File: src/design/kqm_pkg.sv
// Shared operation codes, status codes and cell control type for the keyed queue.
`default_nettype none

package kqm_pkg;

  // Request operation codes.
  localparam logic [1:0] MODE_ENQ = 2'd0;
  localparam logic [1:0] MODE_DEQ = 2'd1;
  localparam logic [1:0] MODE_PRO = 2'd2;

  // Result status codes.
  localparam logic [1:0] ST_OK    = 2'd0;
  localparam logic [1:0] ST_EMPTY = 2'd1;
  localparam logic [1:0] ST_FULL  = 2'd2;
  localparam logic [1:0] ST_MISS  = 2'd3;

  // Control broadcast from the top level to every cell.
  typedef struct packed {
    logic enq;    // append at the first empty cell
    logic deq;    // shift everything one cell toward the head
    logic pro;    // promote request in progress
    logic found;  // some valid cell matched the search key
  } cell_ctl_t;

endpackage

`default_nettype wire

File: src/design/kqm_cell.sv
// One queue cell: holds a key and its valid bit, compares and trades keys with its neighbors.
`default_nettype none

module kqm_cell #(
  parameter int KEY_BITS = 16
) (
  input  wire logic                  clk,
  input  wire logic                  rst,
  input  wire kqm_pkg::cell_ctl_t    ctl,
  input  wire logic [KEY_BITS-1:0]   in_key,
  input  wire logic [KEY_BITS-1:0]   prev_key,
  input  wire logic                  prev_valid,
  input  wire logic [KEY_BITS-1:0]   next_key,
  input  wire logic                  next_valid,
  input  wire logic                  before_in,
  output logic                       before_out,
  output logic [KEY_BITS-1:0]        key_q,
  output logic                       valid_q
);

  import kqm_pkg::*;

  logic match;
  logic is_tail_slot;
  logic shift_in;

  // Compare this cell against the request key and pass the running hit flag along.
  always_comb begin
    match        = valid_q && (key_q == in_key);
    before_out   = before_in | match;
    is_tail_slot = ~valid_q & prev_valid;
    // A cell at or ahead of the first hit (toward the head) takes its neighbor's key on a promote.
    shift_in     = ctl.pro & ctl.found & ~before_in;
  end

  // Valid bit: set by an append, moved toward the head by a dequeue.
  always_ff @(posedge clk) begin
    if (rst) begin
      valid_q <= 1'b0;
    end else if (ctl.enq && is_tail_slot) begin
      valid_q <= 1'b1;
    end else if (ctl.deq) begin
      valid_q <= next_valid;
    end
  end

  // Key storage.
  always_ff @(posedge clk) begin
    if (ctl.enq && is_tail_slot) begin
      key_q <= in_key;
    end else if (ctl.deq) begin
      key_q <= next_key;
    end else if (shift_in) begin
      key_q <= prev_key;
    end
  end

endmodule

`default_nettype wire

File: src/design/keyed_queue_move_to_front.sv
// Top level of the keyed FIFO queue with move-to-front, built as a row of cells.
`default_nettype none

// Ordered queue of up to DEPTH keys, head in cell 0. Each request (mode, key) is
// enqueue, dequeue or promote, and yields exactly one result (out_key, status,
// occupancy). For each request all cells compare against the key,
// shift or load in parallel, and the result lands in an output register, so a
// new request is taken in every cycle while the result side is not stalled.
// The longest path is the first-match flag that ripples through all DEPTH cells
// on a promote. Mode 3 leaves the queue alone and reports ok.
module keyed_queue_move_to_front #(
  parameter int DEPTH    = 16,
  parameter int KEY_BITS = 16
) (
  input  wire logic                          clk,
  input  wire logic                          rst,
  input  wire logic                          in_valid,
  output logic                               in_stall,
  input  wire logic [1:0]                    mode,
  input  wire logic [KEY_BITS-1:0]           key,
  output logic                               out_valid,
  input  wire logic                          out_stall,
  output logic [KEY_BITS-1:0]                out_key,
  output logic [1:0]                         status,
  output logic [$clog2(DEPTH+1)-1:0]         occupancy
);

  import kqm_pkg::*;

  localparam int CW = $clog2(DEPTH+1);

  logic [CW-1:0]       count;
  logic [CW-1:0]       count_next;
  logic                take;
  logic                full;
  logic                empty;
  logic                found;
  logic [1:0]          status_next;
  cell_ctl_t           ctl;

  logic [KEY_BITS-1:0] cell_key [DEPTH];
  logic [DEPTH-1:0]    cell_valid;
  logic [DEPTH:0]      hit_seen;

  // Input handshake: a new request enters whenever the result register is free.
  assign in_stall = out_valid & out_stall;
  assign take     = in_valid & ~in_stall;

  assign full  = (count == CW'(DEPTH));
  assign empty = (count == '0);
  assign found = hit_seen[DEPTH];

  // Control broadcast to the cells.
  always_comb begin
    ctl.enq   = take && (mode == MODE_ENQ) && !full;
    ctl.deq   = take && (mode == MODE_DEQ) && !empty;
    ctl.pro   = take && (mode == MODE_PRO);
    ctl.found = found;
  end

  // Row of cells; keys move between neighbors on dequeue and promote.
  assign hit_seen[0] = 1'b0;

  for (genvar i = 0; i < DEPTH; i++) begin : g_cell
    logic [KEY_BITS-1:0] prev_key;
    logic                prev_valid;
    logic [KEY_BITS-1:0] next_key;
    logic                next_valid;

    if (i == 0) begin : g_head
      // The head takes the search key itself, which equals the promoted key.
      assign prev_key   = key;
      assign prev_valid = 1'b1;
    end else begin : g_body
      assign prev_key   = cell_key[i-1];
      assign prev_valid = cell_valid[i-1];
    end

    if (i == DEPTH-1) begin : g_last
      assign next_key   = cell_key[i];
      assign next_valid = 1'b0;
    end else begin : g_inner
      assign next_key   = cell_key[i+1];
      assign next_valid = cell_valid[i+1];
    end

    kqm_cell #(
      .KEY_BITS (KEY_BITS)
    ) u_cell (
      .clk        (clk),
      .rst        (rst),
      .ctl        (ctl),
      .in_key     (key),
      .prev_key   (prev_key),
      .prev_valid (prev_valid),
      .next_key   (next_key),
      .next_valid (next_valid),
      .before_in  (hit_seen[i]),
      .before_out (hit_seen[i+1]),
      .key_q      (cell_key[i]),
      .valid_q    (cell_valid[i])
    );
  end

  // Occupancy count and result status.
  always_comb begin
    count_next  = count;
    status_next = ST_OK;
    case (mode)
      MODE_ENQ: begin
        if (full) begin
          status_next = ST_FULL;
        end else begin
          count_next = count + CW'(1);
        end
      end
      MODE_DEQ: begin
        if (empty) begin
          status_next = ST_EMPTY;
        end else begin
          count_next = count - CW'(1);
        end
      end
      MODE_PRO: begin
        if (!found) begin
          status_next = ST_MISS;
        end
      end
      default: begin
        status_next = ST_OK;
      end
    endcase
  end

  always_ff @(posedge clk) begin
    if (rst) begin
      count <= '0;
    end else if (take) begin
      count <= count_next;
    end
  end

  // Result register.
  always_ff @(posedge clk) begin
    if (rst) begin
      out_valid <= 1'b0;
    end else if (take) begin
      out_valid <= 1'b1;
    end else if (!out_stall) begin
      out_valid <= 1'b0;
    end
  end

  always_ff @(posedge clk) begin
    if (take) begin
      out_key   <= ctl.deq ? cell_key[0] : '0;
      status    <= status_next;
      occupancy <= count_next;
    end
  end

endmodule

`default_nettype wire

File: config.mk
export PLATFORM = sky130hd
export DESIGN_NAME = keyed_queue_move_to_front
export DESIGN_NICKNAME = d
export VERILOG_FILES = /design/src/design/kqm_pkg.sv /design/src/design/kqm_cell.sv /design/src/design/keyed_queue_move_to_front.sv
export SDC_FILE = /design/constraint.sdc
export NUM_CORES = 1
export LEC_CHECK = 0
export ABC_CLOCK_PERIOD_IN_PS = 5600
export BUFFER_PORTS_ARGS = -buffer_cell sky130_fd_sc_hd__buf_2
export CAP_MARGIN = 25
export CELL_PAD_IN_SITES_DETAIL_PLACEMENT = 2
export CELL_PAD_IN_SITES_GLOBAL_PLACEMENT = 2
export CORE_MARGIN = 3
export CORE_UTILIZATION = 40
export DETAILED_ROUTE_END_ITERATION = 10
export PLACE_DENSITY = 0.82
export SYNTH_ARGS = -nofsm -noshare
export SYNTH_HDL_FRONTEND = slang
export SYNTH_SLANG_ARGS = --single-unit
File: constraint.sdc
create_clock -name clk -period 5.6 [get_ports clk]
set_input_delay 1.12 -clock clk [delete_from_list [all_inputs] [get_ports clk]]
set_output_delay 1.12 -clock clk [all_outputs]
set_load 0.01 [all_outputs]
## After elaboration in Yosys (flattened, before gate mapping)

Cells that the tools add are included.

- Bitwise logic cells: 80
- Add/sub/neg operators: 2
- Equality and inequality tests: 21
- Reductions and logical operators: 74
- Muxes and demuxes: 89

Operator list:

| operator | number |
|---|---|
| 16-bit 2-to-1 mux | 48 |
| 16-bit == test | 16 |
| 3-bit nonzero test | 15 |
| 1-bit logical AND | 37 |
| 1-bit 2-to-1 mux | 35 |
| 2-bit nonzero test | 17 |
| 1-bit AND | 33 |
| 1-bit inverter | 32 |
| 1-bit OR | 15 |
| 5-bit 2-to-1 mux | 2 |
| 5-bit case mux with 2 select lines | 1 |
| 2-bit case mux with 3 select lines | 1 |
| 5-bit by 1-bit adder with 5-bit output (second input constant) | 1 |
| 5-bit == test (second input constant) | 1 |
| 5-bit zero test | 1 |
| 5-bit by 1-bit subtractor with 5-bit output (second input constant) | 1 |
| 2-bit 2-to-1 mux | 2 |
| 2-bit by 1-bit inequality test with 1-bit output (second input constant) | 2 |
| 2-bit by 1-bit == test with 1-bit output (second input constant) | 1 |
| 2-bit == test (second input constant) | 1 |
| 1-bit zero test | 2 |
| 2-bit zero test | 1 |
| 2-bit AND reduction | 1 |

- Bits of input ports: 22
- Bits in registers: 301
- Output and inout bits: 25

## Logic depth before layout (Yosys ltp)

- Depth in word-level cells: 22
- Depth in mapped cells: 10
- Depth with buffers taken out: 9

## By module

A second synthesis with hierarchy kept.

- Cell total of the unflattened synthesis: 1698
- Area total of the unflattened synthesis: 18203.7 um^2

Modules (own cells, without submodules):

| module | cells each | sequential area each (um^2) | area an instance (um^2) | times used |
|---|---|---|---|---|
| kqm_cell | 99 | 500.5 | 1049.8 | 16 |
| keyed_queue_move_to_front | 114 | 810.8 | 1407.6 | 1 |

## Worst setup path after synthesis

No wires, ideal clock.

- Kind: input to register
- From: in key[13]
- To: reg g_cell[10].u_cell.key_q[0], enable pin
- Path slack: 0.895 ns
- Required time: 5.186 ns
- Setup time: 0.414 ns
- Stages on the path: 8
- Arrival: 4.291 ns
- Cell sequence: buf_2 -> xor2_1 -> or4_1 -> or4_4 -> o32ai_4 -> nor4_2 -> and2_4 -> o31ai_1

- Cells in the longest elaborated chain, start to end: 20

RTL lines:

| element | line | RTL |
|---|---|---|
| from (decl) | keyed_queue_move_to_front.sv:20 | `input wire logic [KEY_BITS-1:0] key,` |
| 16-bit == test | kqm_cell.sv:29 | `match = valid_q && (key_q == in_key);` |
| 1-bit logical AND | kqm_cell.sv:29 |  |
| 1-bit OR (15 in a row) | kqm_cell.sv:30 | `before_out = before_in \| match;` |
| 1-bit AND | kqm_cell.sv:33 | `shift_in = ctl.pro & ctl.found & ~before_in;` |
| 1-bit AND * | kqm_cell.sv:33 |  |
| 3-bit nonzero test (no source line) * | n/a |  |
| to (signal assigned) | kqm_cell.sv:50 | `key_q <= in_key;` |
| to (signal assigned) | kqm_cell.sv:52 | `key_q <= next_key;` |
| to (signal assigned) | kqm_cell.sv:54 | `key_q <= prev_key;` |
| to (decl) | kqm_cell.sv:17 | `output logic [KEY_BITS-1:0] key_q,` |

Mark *: on every way between the ends. The rest lies on a longest branch, timed or not.
A chain may end at the register's enable or synchronous reset.

## Worst setup path after layout

- From: in key[9]
- To: reg g_cell[12].u_cell.key_q[7], enable pin

- Cells in the longest elaborated chain, start to end: 20

RTL lines:

| element | line |
|---|---|
| 16-bit == test | kqm_cell.sv:29 |
| 1-bit logical AND | kqm_cell.sv:29 |
| 1-bit OR (15 in a row) | kqm_cell.sv:30 |
| 1-bit AND | kqm_cell.sv:33 |
| 1-bit AND * | kqm_cell.sv:33 |
| 3-bit nonzero test (no source line) * | n/a |
| to (signal assigned) | kqm_cell.sv:50 |
| to (signal assigned) | kqm_cell.sv:52 |
| to (signal assigned) | kqm_cell.sv:54 |
| to (decl) | kqm_cell.sv:17 |

Marked as above.

==> impl_metrics.json <==
{
  "setup_tns_ns": 0,
  "synth_top_cell_by_area": "edfxtp_1",
  "top_usage_layer": "met2",
  "cts_resized": 0,
  "multi_input_area_um2": 8840,
  "skew_ns": 0.0180,
  "synth_edf_count": 279,
  "synthArstFlopShare_pct": 0,
  "cts_buffers": 37,
  "routedWlPerCell_um": 29.1,
  "peakVddDrop_mv": 0.198,
  "grt_pass1_wl_mm": 116,
  "cp_top_family": "buffers and inverters",
  "worst-path-buf-inv": 3,
  "drt_iter0_markers": 1623,
  "dp_slack_ns": 0.739,
  "core_um2": 45500,
  "final_nets": 2077,
  "die_w_um": 221,
  "ys_warn_count": 0,
  "syn_inst": 2065,
  "min_period_ns": 4.43,
  "holdPathStages": 2,
  "fillers": 4925,
  "r2r_end": "g_cell[2].u_cell.key_q[4]$_DFFE_PP_",
  "crit_top_cell": "buf_4",
  "area_growth_syn_to_layout_pct": 10.5,
  "rsz0062_at_grt": "false",
  "gp_congestion": 0.909,
  "ys_ff_latch": 301,
  "holdPathEnd": "g_cell[8].u_cell.valid_q$_SDFFE_PP0P_",
  "cp.depth": 10,
  "clock_path_buffers": 3,
  "critical_path.slowest_cell": "a311oi_1",
  "hold_buffers": 0,
  "setup_slack_ns": 1.17,
  "grt_pass1_vias": 17900,
  "grt.overflow.total": 0,
  "use_met1_pct": 41.7,
  "arrival_ns": 4.67,
  "grt_max_degree": 98,
  "relSlewSlack_pct": 33.1,
  "fmax_mhz": 226,
  "r2r_cells": 9,
  "drv_cap": 0,
  "hold_ws_ns": 0.567,
  "synth_fp_nets": 2089,
  "hpwl_mm": 53.7,
  "syn-cell-area_um2": 18400,
  "critPathKind": "input port to flip-flop",
  "die-area_um2": 48700,
  "worstMarginPinSlew_ns": 1.00,
  "post_cts_buffers": 0,
  "drtAntennaViolNets": 0,
  "synthFlopType": "edfxtp_1",
  "antenna_found_initial": 1,
  "seqCellArea_um2": 8820,
  "critPathCaptureType": "flip-flop",
  "h-tree-depth": 2,
  "synth_cell_types": 64,
  "ios": 47,
  "run_status": "completed",
  "cellPowerDensity_nw_per_um2": 270,
  "hold_viol": 0,
  "yosys-top-cells-count": "562 x nand2_1, 279 x edfxtp_1, 246 x nor2_1",
  "vias": 16600,
  "leakage_nw": 7.15,
  "floorplan.die.height_um": 221,
  "track_usage_pct": 31.9,
  "hp-start": "g_cell[8].u_cell.valid_q$_SDFFE_PP0P_",
  "root_buffer": "clkbuf_16",
  "rrSetupSlack_ns": 1.84,
  "cts.reportedPaths.clkPinSlew_ns": 0.06,
  "met2_usage_pct": 52.9,
  "synth_top_area_share_pct": 45.5,
  "fin_crit_sh_pct": 79.0,
  "use_met3_pct": 4.88,
  "postSynthAreaPerCell_um2": 8.92,
  "slowest_delay_ns": 0.63,
  "setup_violations": 0,
  "drc_errors": 0,
  "io_buffers": 46,
  "drv_slew": 0,
  "tritoncts": "done",
  "crit_chain": "buf_2, buf_4, xor2_1, nor4_1, nand4_1, o22ai_1, a311oi_1, nand3_1, o211ai_1, buf_4",
  "drt-pass1-iter-count": 5,
  "rows": 78,
  "worstSetupStartpointType": "input port",
  "r2r-start": "g_cell[8].u_cell.key_q[13]$_DFFE_PP_",
  "yosysMostFrequentCell": "nand2_1",
  "cp_data_required_time_ns": 5.85,
  "drt-total-wl_mm": 77.9,
  "min_path_type": "flip-flop to flip-flop",
  "clock_sink_count": 301,
  "insertion_delay_ns": 0.57,
  "viasPerCell": 6.20,
  "crit_fanout": 18,
  "total_power_mw": 5.50,
  "ys_seq_area_share_pct": 47.9,
  "start_util_pct": 40.5,
  "synth_top_cells_by_area": "edfxtp_1 45%, nand2_1 11%, a31oi_1 8.1%",
  "drive_gt1_share_pct": 10.1
}
where the power goes:
part | switching (mW) | internal (mW)
Combinational | 0.425 | 0.202
Sequential | 0.0734 | 2.53
Clock | 1.03 | 1.24
layout make-up:
cell class,count,area share [%]
Multi-Input combinational cell,1583,43.4
Clock buffer,50,4.83
Inverter,9,0.166
Sequential cell,301,43.3
Tap cell,600,3.69
Timing Repair Buffer,121,4.14
Clock inverter,15,0.473
Antenna cell,1,0.0123
stage by stage:
stage               cells  util (%)  area (um2)
global placement     2614      42.4       19300
floorplan            2065         -       18400
finish               2680      44.8       20400
CTS                  2679      44.8       20400
global route         2680      44.8       20400
detailed placement   2614      42.4       19300
sequential cells by signal, indices dropped and copies added, names as in the netlist:
name                   count
g_cell.u_cell.key_q      256
g_cell.u_cell.valid_q     16
out_key                   16
count                      5
occupancy                  5
status                     2
out_valid                  1
cells by family after synthesis:
group	Yosys count	share of synthesized area, %
buf+inv	181	4.37
xor+xnor	258	12.3
compound gates	286	10.2
fa+ha+maj	2	0.136
simple gates	1020	24.2
flops	301	47.9
mux	17	1.03
cell usage in the layout (no fill, tap or decap), types with 8 or more instances in the layout:
cell type  Yosys  final
mux2_2        16     16
clkbuf_1     124     12
nand2_1      562    561
nand3_1       24     24
clkbuf_16      0     37
xor2_1        99     99
dfxtp_1       22     22
buf_4         21     71
nand3b_1      14     14
xnor2_1      159    159
and2_1        21     21
buf_2         25     46
inv_1          8      8
nor4_1        29     29
nor2_1       246    245
edfxtp_1     279    279
nor3_1        14     14
or4_1         14     14
a31oi_1      240    240
nand4_1       47     47
worst min-delay path, delay by kind of cell (launching register included):
kind            cells  cell delay, ns
flops               1            0.35
compound gates      1            0.09
simple gates        1            0.07
metal layers:
metal  up-vias  wire length (um)
met5         -                 0
met4         0              3250
met3       207              5240
met2       670             37200
met1      8523             32200
li1       7203                 -
worst max path at each step:
stage / from / endpoint / slack (ns)
6_report: key[9] / g_cell[12].u_cell.key_q[7]$_DFFE_PP_ / 1.17
5_1_grt: key[9] / g_cell[12].u_cell.key_q[0]$_DFFE_PP_ / 1.09
4_1_cts: key[9] / g_cell[9].u_cell.key_q[10]$_DFFE_PP_ / 1.34
3_5_place_dp: key[7] / g_cell[9].u_cell.key_q[11]$_DFFE_PP_ / 0.74
3_3_place_gp: key[7] / g_cell[9].u_cell.key_q[11]$_DFFE_PP_ / 0.88
2_1_floorplan: key[13] / g_cell[10].u_cell.key_q[0]$_DFFE_PP_ / 0.89
(Power assumes the default switching activity.)
